`src/hw/rtl/cwps_pkg.sv`:
```
// cwps_pkg: shared types and constants of the credit window priority scheduler
// no dependencies
package cwps_pkg;

    localparam int unsigned QUEUE_DEPTH_DEF = 64;
    localparam logic [31:0] WINDOW_RESET    = 32'd8388608;

    localparam logic KIND_SUBMIT   = 1'b0;
    localparam logic KIND_COMPLETE = 1'b1;

    typedef struct packed {
        logic [15:0] prio;
        logic [31:0] size;
        logic [15:0] tag;
    } wait_entry_t;

endpackage

```
`src/hw/rtl/credit_window_priority_scheduler.sv`:
```
// credit_window_priority_scheduler: top level, control, credit count and scan
// uses cwps_pkg and cwps_wait_mem
//
// Usage
//   input channel (in_valid / in_stall) carries one event item: kind, req_tag,
//   size_bytes, prio. kind submit issues at once while bytes in flight are
//   below window_bytes, else queues the request or flags dropped if full.
//   kind complete subtracts size_bytes (floor at zero) and hands out the
//   waiting entry with the smallest prio when credit allows.
//   output channel (out_valid / out_stall) gives exactly one result item
//   per event from an output register.
//   sequence: a submit, or a completion with an empty queue, passes ST_DONE
//   into the output register; otherwise the waiting store is read one
//   entry a cycle in ST_SCAN, then ST_DRAIN, ST_DECIDE and ST_DONE follow.
//   one event is in work at a time; in_stall is high while busy and while
//   a finished result cannot enter the output register because out_stall
//   holds the previous one. reset: queue empty, bytes in flight zero,
//   window_bytes = 8388608. window_bytes is written by cfg_wr_en /
//   cfg_wr_data; the user does so only while idle, the block does not check.
module credit_window_priority_scheduler
    import cwps_pkg::*;
#(
    parameter int unsigned QUEUE_DEPTH = QUEUE_DEPTH_DEF
)
(
    input  logic        clk,
    input  logic        rst_n,
    input  logic        cfg_wr_en,
    input  logic [31:0] cfg_wr_data,
    input  logic        in_valid,
    output logic        in_stall,
    input  logic        kind,
    input  logic [15:0] req_tag,
    input  logic [31:0] size_bytes,
    input  logic [15:0] prio,
    output logic        out_valid,
    input  logic        out_stall,
    output logic        issued,
    output logic [15:0] issued_tag,
    output logic [31:0] issued_size,
    output logic        dropped,
    output logic [6:0]  waiting_count,
    output logic [32:0] bytes_outstanding
);

    localparam int unsigned AW = $clog2(QUEUE_DEPTH);
    localparam int unsigned TW = $clog2(QUEUE_DEPTH + 1);

    localparam logic [2:0] ST_IDLE   = 3'd0;
    localparam logic [2:0] ST_SCAN   = 3'd1;
    localparam logic [2:0] ST_DRAIN  = 3'd2;
    localparam logic [2:0] ST_DECIDE = 3'd3;
    localparam logic [2:0] ST_DONE   = 3'd4;

    logic [2:0]             st_reg, st_next;
    logic [31:0]            window_reg, window_next;
    logic [32:0]            count_reg, count_next;
    logic [QUEUE_DEPTH-1:0] valid_reg, valid_next;
    logic [TW-1:0]          total_reg, total_next;
    logic [AW-1:0]          idx_reg, idx_next;
    logic                   rd_pend_reg, rd_pend_next;
    logic [AW-1:0]          rd_idx_reg, rd_idx_next;
    logic                   best_found_reg, best_found_next;
    logic [AW-1:0]          best_idx_reg, best_idx_next;
    logic [15:0]            best_prio_reg, best_prio_next;
    logic [15:0]            best_tag_reg, best_tag_next;
    logic [31:0]            best_size_reg, best_size_next;
    logic                   res_iss_reg, res_iss_next;
    logic [15:0]            res_tag_reg, res_tag_next;
    logic [31:0]            res_size_reg, res_size_next;
    logic                   res_drop_reg, res_drop_next;
    logic                   out_valid_reg, out_valid_next;
    logic                   o_iss_reg, o_drop_reg;
    logic [15:0]            o_tag_reg;
    logic [31:0]            o_size_reg;
    logic [6:0]             o_wait_reg;
    logic [32:0]            o_count_reg;

    logic                   accept;
    logic                   load_out;
    logic                   free_found;
    logic [AW-1:0]          free_idx;
    logic                   mem_wr_en;
    wait_entry_t            mem_wr_data;
    logic                   mem_rd_en;
    wait_entry_t            mem_rd_data;
    logic [TW+6:0]          total_ext;

    cwps_wait_mem #(
        .DEPTH (QUEUE_DEPTH),
        .AW    (AW)
    ) u_wait_mem (
        .clk     (clk),
        .wr_en   (mem_wr_en),
        .wr_addr (free_idx),
        .wr_data (mem_wr_data),
        .rd_en   (mem_rd_en),
        .rd_addr (idx_reg),
        .rd_data (mem_rd_data)
    );

    assign in_stall  = (st_reg != ST_IDLE);
    assign accept    = in_valid && !in_stall;
    assign load_out  = (st_reg == ST_DONE) && (!out_valid_reg || !out_stall);
    assign mem_rd_en = (st_reg == ST_SCAN);
    assign total_ext = {7'd0, total_reg};

    // lowest free slot
    always_comb
    begin
        free_found = 1'b0;
        free_idx   = '0;
        for (int i = QUEUE_DEPTH - 1; i >= 0; i--)
        begin
            if (!valid_reg[i])
            begin
                free_found = 1'b1;
                free_idx   = AW'(i);
            end
        end
    end

    always_comb
    begin
        st_next         = st_reg;
        window_next     = window_reg;
        count_next      = count_reg;
        valid_next      = valid_reg;
        total_next      = total_reg;
        idx_next        = idx_reg;
        rd_pend_next    = (st_reg == ST_SCAN);
        rd_idx_next     = idx_reg;
        best_found_next = best_found_reg;
        best_idx_next   = best_idx_reg;
        best_prio_next  = best_prio_reg;
        best_tag_next   = best_tag_reg;
        best_size_next  = best_size_reg;
        res_iss_next    = res_iss_reg;
        res_tag_next    = res_tag_reg;
        res_size_next   = res_size_reg;
        res_drop_next   = res_drop_reg;
        out_valid_next  = out_valid_reg && out_stall;
        mem_wr_en       = 1'b0;
        mem_wr_data     = '{prio: prio, size: size_bytes, tag: req_tag};

        if (cfg_wr_en)
        begin
            window_next = cfg_wr_data;
        end

        // keep the best waiting entry seen so far, ties to the lower slot
        if (rd_pend_reg && valid_reg[rd_idx_reg]
            && (!best_found_reg || mem_rd_data.prio < best_prio_reg))
        begin
            best_found_next = 1'b1;
            best_idx_next   = rd_idx_reg;
            best_prio_next  = mem_rd_data.prio;
            best_tag_next   = mem_rd_data.tag;
            best_size_next  = mem_rd_data.size;
        end

        unique case (st_reg)
            ST_IDLE:
            begin
                if (accept)
                begin
                    res_iss_next  = 1'b0;
                    res_tag_next  = '0;
                    res_size_next = '0;
                    res_drop_next = 1'b0;
                    st_next       = ST_DONE;
                    if (kind == KIND_SUBMIT)
                    begin
                        if (count_reg < {1'b0, window_reg})
                        begin
                            count_next    = count_reg + {1'b0, size_bytes};
                            res_iss_next  = 1'b1;
                            res_tag_next  = req_tag;
                            res_size_next = size_bytes;
                        end
                        else if (free_found)
                        begin
                            mem_wr_en            = 1'b1;
                            valid_next[free_idx] = 1'b1;
                            total_next           = total_reg + TW'(1);
                        end
                        else
                        begin
                            res_drop_next = 1'b1;
                        end
                    end
                    else
                    begin
                        if ({1'b0, size_bytes} >= count_reg)
                        begin
                            count_next = '0;
                        end
                        else
                        begin
                            count_next = count_reg - {1'b0, size_bytes};
                        end
                        if (total_reg != '0)
                        begin
                            best_found_next = 1'b0;
                            idx_next        = '0;
                            st_next         = ST_SCAN;
                        end
                    end
                end
            end
            ST_SCAN:
            begin
                idx_next = idx_reg + AW'(1);
                if (idx_reg == AW'(QUEUE_DEPTH - 1))
                begin
                    st_next = ST_DRAIN;
                end
            end
            ST_DRAIN:
            begin
                st_next = ST_DECIDE;
            end
            ST_DECIDE:
            begin
                if (best_found_reg && count_reg < {1'b0, window_reg})
                begin
                    valid_next[best_idx_reg] = 1'b0;
                    total_next               = total_reg - TW'(1);
                    count_next               = count_reg + {1'b0, best_size_reg};
                    res_iss_next             = 1'b1;
                    res_tag_next             = best_tag_reg;
                    res_size_next            = best_size_reg;
                end
                st_next = ST_DONE;
            end
            ST_DONE:
            begin
                if (load_out)
                begin
                    out_valid_next = 1'b1;
                    st_next        = ST_IDLE;
                end
            end
            default:
            begin
                st_next = ST_IDLE;
            end
        endcase
    end

    always_ff @(posedge clk or negedge rst_n)
    begin
        if (!rst_n)
        begin
            st_reg         <= ST_IDLE;
            window_reg     <= WINDOW_RESET;
            count_reg      <= '0;
            valid_reg      <= '0;
            total_reg      <= '0;
            idx_reg        <= '0;
            rd_pend_reg    <= 1'b0;
            best_found_reg <= 1'b0;
            out_valid_reg  <= 1'b0;
        end
        else
        begin
            st_reg         <= st_next;
            window_reg     <= window_next;
            count_reg      <= count_next;
            valid_reg      <= valid_next;
            total_reg      <= total_next;
            idx_reg        <= idx_next;
            rd_pend_reg    <= rd_pend_next;
            best_found_reg <= best_found_next;
            out_valid_reg  <= out_valid_next;
        end
    end

    always_ff @(posedge clk)
    begin
        rd_idx_reg    <= rd_idx_next;
        best_idx_reg  <= best_idx_next;
        best_prio_reg <= best_prio_next;
        best_tag_reg  <= best_tag_next;
        best_size_reg <= best_size_next;
        res_iss_reg   <= res_iss_next;
        res_tag_reg   <= res_tag_next;
        res_size_reg  <= res_size_next;
        res_drop_reg  <= res_drop_next;
        if (load_out)
        begin
            o_iss_reg   <= res_iss_reg;
            o_tag_reg   <= res_tag_reg;
            o_size_reg  <= res_size_reg;
            o_drop_reg  <= res_drop_reg;
            o_wait_reg  <= total_ext[6:0];
            o_count_reg <= count_reg;
        end
    end

    assign out_valid         = out_valid_reg;
    assign issued            = o_iss_reg;
    assign issued_tag        = o_tag_reg;
    assign issued_size       = o_size_reg;
    assign dropped           = o_drop_reg;
    assign waiting_count     = o_wait_reg;
    assign bytes_outstanding = o_count_reg;

    a_total_matches_valid: assert property (@(posedge clk) disable iff (!rst_n)
        $countones(valid_reg) == 32'(total_reg))
        else $error("waiting total out of step with valid bits");

    a_total_bounded: assert property (@(posedge clk) disable iff (!rst_n)
        32'(total_reg) <= QUEUE_DEPTH)
        else $error("waiting total above queue depth");

    a_scan_nonempty: assert property (@(posedge clk) disable iff (!rst_n)
        st_reg == ST_DECIDE |-> best_found_reg)
        else $error("scan finished without a waiting entry");

endmodule

```
`src/hw/rtl/cwps_wait_mem.sv`:
```
// cwps_wait_mem: dual port synchronous store for the waiting entries
// uses cwps_pkg for the entry layout, read data registered
module cwps_wait_mem
    import cwps_pkg::*;
#(
    parameter int unsigned DEPTH = QUEUE_DEPTH_DEF,
    parameter int unsigned AW    = $clog2(DEPTH)
)
(
    input  logic              clk,
    input  logic              wr_en,
    input  logic [AW-1:0]     wr_addr,
    input  wait_entry_t       wr_data,
    input  logic              rd_en,
    input  logic [AW-1:0]     rd_addr,
    output wait_entry_t       rd_data
);

    wait_entry_t mem [DEPTH];
    wait_entry_t rd_data_reg;

    always_ff @(posedge clk)
    begin
        if (wr_en)
        begin
            mem[wr_addr] <= wr_data;
        end
    end

    always_ff @(posedge clk)
    begin
        if (rd_en)
        begin
            rd_data_reg <= mem[rd_addr];
        end
    end

    assign rd_data = rd_data_reg;

endmodule

```
`config.mk`:
```
export PLATFORM = sky130hd
export DESIGN_NAME = credit_window_priority_scheduler
export DESIGN_NICKNAME = d
export VERILOG_FILES = /design/src/hw/rtl/cwps_pkg.sv /design/src/hw/rtl/credit_window_priority_scheduler.sv /design/src/hw/rtl/cwps_wait_mem.sv
export SDC_FILE = /design/constraint.sdc
export NUM_CORES = 2
export LEC_CHECK = 0
export BUFFER_PORTS_ARGS = -buffer_cell sky130_fd_sc_hd__buf_2
export CORE_ASPECT_RATIO = 1.4
export CORE_UTILIZATION = 33
export DETAILED_ROUTE_END_ITERATION = 7
export PLACE_DENSITY = 0.53
export SLEW_MARGIN = 20
export SYNTH_ARGS = -nofsm -noshare
export SYNTH_HDL_FRONTEND = slang
export SYNTH_SLANG_ARGS = --single-unit
```
`constraint.sdc`:
```
create_clock -name clk -period 7.7 [get_ports clk]
set_input_delay 1.54 -clock clk [delete_from_list [all_inputs] [get_ports clk]]
set_output_delay 1.54 -clock clk [all_outputs]
set_load 0.01 [all_outputs]
```
-- Word level (Yosys, flattened, before mapping)
Memory sizes are Yosys's and may differ from the RTL's. A register that Yosys moved wholly into a read port is not among the register bits.
Index checks and enable logic that the tools add are counted.
- register bits: 364
- bits in latches: 0
- memory bits (writable): 4096
- bits in read-only memories: 0
- input port bits: 102
- output and inout bits: 92
- word-level logic and storage cells: 275
- memories kept: 1
- $add $sub $neg: 6
- $mul: 0
- divide/modulo/power cells: 0
- order comparisons: 8
- equal/unequal tests: 15
- shift operators: 0
- mux-type cells: 192
- bitwise operators: 3
- reductions and logical operators: 26
- memory list (memory ; depth ; bits a word ; read ports ; clocked after memory_dff ; wr ports ; line ; RTL):
    u_wait_mem.mem ; 64 ; 64 ; 1 ; 1 ; 1 ; cwps_wait_mem.sv:19 ; wait_entry_t mem [DEPTH];
- operators by type and width (operator ; count):
    6-bit 2-to-1 mux ; 67
    64-bit 2-to-1 mux ; 5
    33-bit 2-to-1 mux ; 5
    32-bit 2-to-1 mux ; 4
    64-bit case mux with 2 select lines ; 1
    1-bit 2-to-1 mux ; 86
    33-bit by 32-bit adder with 33-bit output ; 2
    33-bit case mux with 2 select lines ; 1
    64-bit bitwise AND ; 1
    16-bit 2-to-1 mux ; 4
    64-bit inverter ; 1
    64-bit bitwise OR ; 1
    32-bit case mux with 2 select lines ; 1
    7-bit 2-to-1 mux ; 5
    32-bit by 33-bit greater-or-equal comparator with 1-bit output ; 1
    33-bit by 32-bit less-than comparator with 1-bit output ; 1
    33-bit by 32-bit subtractor with 33-bit output ; 1
    16-bit case mux with 2 select lines ; 1
    6-bit by 7-bit less-than comparator with 1-bit output, second input constant ; 3
    16-bit less-than comparator ; 1
    2-bit inequality test, second input constant ; 8
    3-bit 2-to-1 mux ; 5
    3-bit case mux with 5 select lines ; 1
    7-bit case mux with 2 select lines ; 1
    other kinds (26) ; 43

-- Logic depth before layout (Yosys ltp)
- depth in word-level cells: 74
- depth in mapped cells: 14
- depth with buffers taken out: 14

-- Cells and area by module
From an unflattened synthesis, not the netlist that was laid out.
- cells, all modules: 8612
- area, all modules: 177850.6 um2
- modules (own cells, without submodules) (module ; instances ; cells each ; area an instance (um2) ; seq. area each (um2)):
    cwps_wait_mem ; 1 ; 6598 ; 156988.1 ; 124919.8
    credit_window_priority_scheduler ; 1 ; 2014 ; 20862.5 ; 10131.0

-- Worst setup path before layout
Ideal clock, no wire load.
- path kind: register -> register
- from: register window_reg[23]
- to: memory u_wait_mem.mem[9][0] in the netlist's numbering, enable pin
- library setup time: 565 ps
- arrival: 7073 ps
- required time: 7135 ps
- slack: 62 ps
- stages on the path, launching flop included: 13
- path buffers: 0
- clock period less this slack: 7638 ps
- cell sequence: dfstp_2 -> inv_1 -> ha_1 -> and4_1 -> nand2_1 -> or4_1 -> a21oi_1 -> inv_1 -> o21a_2 -> or2_1 -> nor2_2 -> nand4_1 -> nor3_1
- word-level cells in the longest chain between the ends: 7
- ends and longest elaborated chain (item ; line ; RTL):
    start, declared ; credit_window_priority_scheduler.sv:56 ; logic [31:0] window_reg, window_next;
    start signal, assigned ; credit_window_priority_scheduler.sv:268 ; window_reg <= window_next;
    33-bit by 32-bit less-than comparator with 1-bit output ; credit_window_priority_scheduler.sv:174 ; if (count_reg < {1'b0, window_reg})
    1-bit 2-to-1 mux ; credit_window_priority_scheduler.sv:174 ;
    1-bit 2-to-1 mux ; credit_window_priority_scheduler.sv:172 ; if (kind == KIND_SUBMIT)
    1-bit 2-to-1 mux ; credit_window_priority_scheduler.sv:165 ; if (accept)
    1-bit 2-to-1 mux ; credit_window_priority_scheduler.sv:162 ; unique case (st_reg)
    1-bit 2-to-1 mux ; cwps_wait_mem.sv:24 ; if (wr_en)
    1-bit 2-to-1 mux (implied by the code) ; cwps_wait_mem.sv:26 ; mem[wr_addr] <= wr_data;
    end, declared ; cwps_wait_mem.sv:19 ;
Every way passes these cells.

-- Worst setup path after layout
- from: register count_reg[20]
- to: memory u_wait_mem.mem[43][52] in the netlist's numbering, enable pin
- word-level cells in the longest chain between the ends: 7
- ends and longest elaborated chain (item ; line ; RTL):
    start, declared ; credit_window_priority_scheduler.sv:57 ; logic [32:0] count_reg, count_next;
    start signal, assigned ; credit_window_priority_scheduler.sv:269 ; count_reg <= count_next;
    33-bit by 32-bit less-than comparator with 1-bit output ; credit_window_priority_scheduler.sv:174 ;
    1-bit 2-to-1 mux ; credit_window_priority_scheduler.sv:174 ;
    1-bit 2-to-1 mux ; credit_window_priority_scheduler.sv:172 ;
    1-bit 2-to-1 mux ; credit_window_priority_scheduler.sv:165 ;
    1-bit 2-to-1 mux ; credit_window_priority_scheduler.sv:162 ;
    1-bit 2-to-1 mux ; cwps_wait_mem.sv:24 ;
    1-bit 2-to-1 mux (implied by the code) ; cwps_wait_mem.sv:26 ;
Every way passes these cells.

==> flow_summary_export.csv <==
group,metric,value,unit
status,status,"completed",
timing,setup_violations,0,
clock_network,cts_buffers,413,
setup_path,crit_path_max_incr_delay,0.91,ns
timing,worstMarginPinSlew,1.219,ns
yosys,mappedNetlistNets,8152,
floorplanning,core,0.5359,mm2
timing,max_freq,0.1840,GHz
cells_and_area,final_util,37.96,%
floorplanning,die_w,622.1,um
timing,slew_violations,0,
timing,rsz0062_at_grt,"false",
global_routing,grt_pass1_vias,89880,
worst_hold_path,min_path_type,"register to register",
cells_and_area,fin_nets,8628,
global_routing,antenna_found_initial,40,
yosys,syn_area,0.1776,mm2
setup_path,cp_cell_sequence,"ha_1, and4_1, nand2_1, or4_1, a21oi_1, inv_1, o21a_2, nor3_2, nand3_1, nor2_4, buf_4",
timing,fin_tns_setup,0,ns
clock_network,h-tree-depth,5,
clock_network,clockBufferDepth,4,
global_routing,grt_usage,19.91,%
yosys,synth_cell_types,102,
clock_network,cts_tree,"done",
floorplanning,io_pins,194,
cells_and_area,drive_gt1_share,29.43,%
setup_path,arrival,6.03,ns
yosys,synth-async-reset-ratio,3.271,%
yosys,yosysSeqAreaShare,76.02,%
timing,clock_skew,0.09305,ns
global_routing,grt_overflow,0,
pwr,leakagePower,64.15,nW
cells_and_area,area_growth,14.54,%
setup_path,r2r_start,"count_reg[20]$_DFFE_PN0P_",
floorplanning,die_area,0.5413,mm2
route,drtIter0Drc,10650,
setup_path,crit_path_start_kind,"register",
yosys,post-synth-top-area-fraction,73.87,%
yosys,ys.flop_type,"edfxtp_1",
global_routing,grt_pass1_wl,752700,um
setup_path,reg2reg_slack,2.26,ns
route,vias_per_cell,5.582,
yosys,synth_edf_count,4370,
placement,place_ws,1.829,ns
global_routing,grt_max_degree,149,
setup_path,reg2reg_depth,11,
placement,dp_cells,15000,
job,drv_cap,0,
yosys,synth_commonest_cells,"edfxtp_1 (4370), mux4_2 (1365), clkbuf_1 (269)",
floorplanning,start_util,33.15,%
floorplanning,die_height,870.1,um
yosys,synth.area.top_cells,"edfxtp_1 (74%), mux4_2 (17%), dfrtp_1 (2.1%)",
route,drtAntennaViolNets,0,
pwr,powerDensity,259.3,mW/mm2
setup_path,r2r_end,"u_wait_mem.mem[43][52]$_DFFE_PP_",
setup_path,path_buf_inv,2,
clock_network,cts.root.buffer_cell,"clkbuf_16",
pwr,peakVddDrop,0.0001980,V
yosys,netlist.top_cell.by_area,"edfxtp_1",
placement,io_buffers,193,
clock_network,clock_sinks,4524,
setup_path,end_kind,"register",
setup_path,critical_path_class,"register to register",
timing,post-route-period-util,70.60,%
timing,slew_headroom,17.97,%
clock_network,holdBufCountCts,0,
worst_hold_path,hold_start,"u_wait_mem.rd_data[26]$_DFFE_PP_",
setup_path,cp_top_family,"simple AND/OR/NAND/NOR gates",
placement,dp_hpwl,292000,um
pwr,total_power,52.75,mW
setup_path,cp_max_fo,18,
cells_and_area,largest_reg_flops,4096,
cells_and_area,stdcell_count,15770,
yosys,ys_ff_latch,4524,
yosys,synthCells,7898,
floorplanning,rows,318,
clock_network,cts_resized,0,
route,wl,548800,um
route,route.detailed.drc,0,
timing,setup_ws,2.264,ns
yosys,avgSynthCellArea,22.49,um2
clock_network,path_clk_slew,0.07,ns
yosys,synthMostInstantiatedCell,"edfxtp_1",
yosys,synth_warnings,0,
cells_and_area,num-fill-cells,47650,
route,drt_first_pass_iters,6,
route,vias,88020,
placement,gp_congestion,0.8979,
setup_path,crit_slowest_cell,"nor2_4",
worst_hold_path,hold-path-cell-count,0,
clock_network,post-cts-setup-buffers,0,
timing,fin_crit,5.436,ns
clock_network,insertion_delay,1.00,ns
worst_hold_path,worstHoldEndpoint,"best_size_reg[10]$_DFFE_PP_",
route,wl_per_cell,34.80,um
timing,finalHoldViolCount,0,
setup_path,required,8.29,ns
[per-layer routing]
layer  routed length (um)  track usage [%]  vias up
met2               284700            35.36     3585
met1               207400            24.75    49060
met3                33080            2.499      885
li1                     -                -    34480
met5                   57                0        -
met4                23600            7.580        8
[how the worst max path moves through the flow]
stage	startpoint	end	slack [ns]	depth (start not counted)
4_1_cts	count_reg[20]$_DFFE_PN0P_	u_wait_mem.mem[20][9]$_DFFE_PP_	2.32	12
3_5_place_dp	size_bytes[14]	count_reg[25]$_DFFE_PN0P_	1.83	13
6_report	count_reg[20]$_DFFE_PN0P_	u_wait_mem.mem[43][52]$_DFFE_PP_	2.26	11
5_1_grt	count_reg[22]$_DFFE_PN0P_	u_wait_mem.mem[43][52]$_DFFE_PP_	2.13	11
2_1_floorplan	window_reg[23]$_DFFE_PN1P_	u_wait_mem.mem[9][0]$_DFFE_PP_	0.06	12
3_3_place_gp	size_bytes[14]	count_reg[25]$_DFFE_PN0P_	1.76	13
[power breakdown]
group          switching, mW  internal, mW  leakage, nW
registers              0.276          27.2         41.0
clock network           9.32          12.2         6.82
logic                   2.43          1.24         16.4
[per-stage QoR]
step | area, um2 | hold WS, ns
6_report | 203500 | 0.4043
2_1_floorplan | 177600 | 0.3454
4_1_cts | 203400 | 0.4052
3_3_place_gp | 189300 | 0.4033
3_5_place_dp | 189400 | 0.4051
5_1_grt | 203500 | 0.4007
[logic make-up (layout without fill, tap and decap cells)]
logic type / after synthesis / in the layout / synth area share, %
other: 0 / 7 / 0
DFF: 4524 / 4524 / 76.02
muxes: 1370 / 1370 / 17.34
buffers and inverters: 538 / 1360 / 1.195
xor gates and xnor gates: 70 / 70 / 0.3451
and+or+nand+nor: 561 / 561 / 1.516
AOI/OAI and AO/OA: 683 / 683 / 2.497
adders and majority gates: 152 / 152 / 1.088
[cells in the final DEF (no fill, tap or decap), types with 60 or more instances in the layout]
master     Yosys  layout
edfxtp_1    4370    4370
o21ai_0      170     169
nand2_1      155     153
clkinv_1       1      79
clkbuf_1     269      60
bufinv_16      0      64
a21oi_1      125     123
buf_4          1     179
buf_2         32     180
nor2_1       162     113
buf_12         0      84
dfrtp_1      147     141
inv_1        149     148
o21ai_1       99      99
clkinv_2       0      72
ha_1         148     148
clkbuf_16      0     422
mux4_2      1365    1365
[area by class of cell]
type                    count  area, um2  area share [%]
flip-flops and latches   4524     135100           66.39
multi-input cells        2836      41000           20.15
clock buffers             485      10820           5.318
well taps                7040       8808           4.329
repair buffers            447       3971           1.952
clock inverters           276       3204           1.575
inverters                 152      573.1          0.2816
diodes                      7      17.52        0.008609
Note: power is estimated with default switching activity, not from simulation.
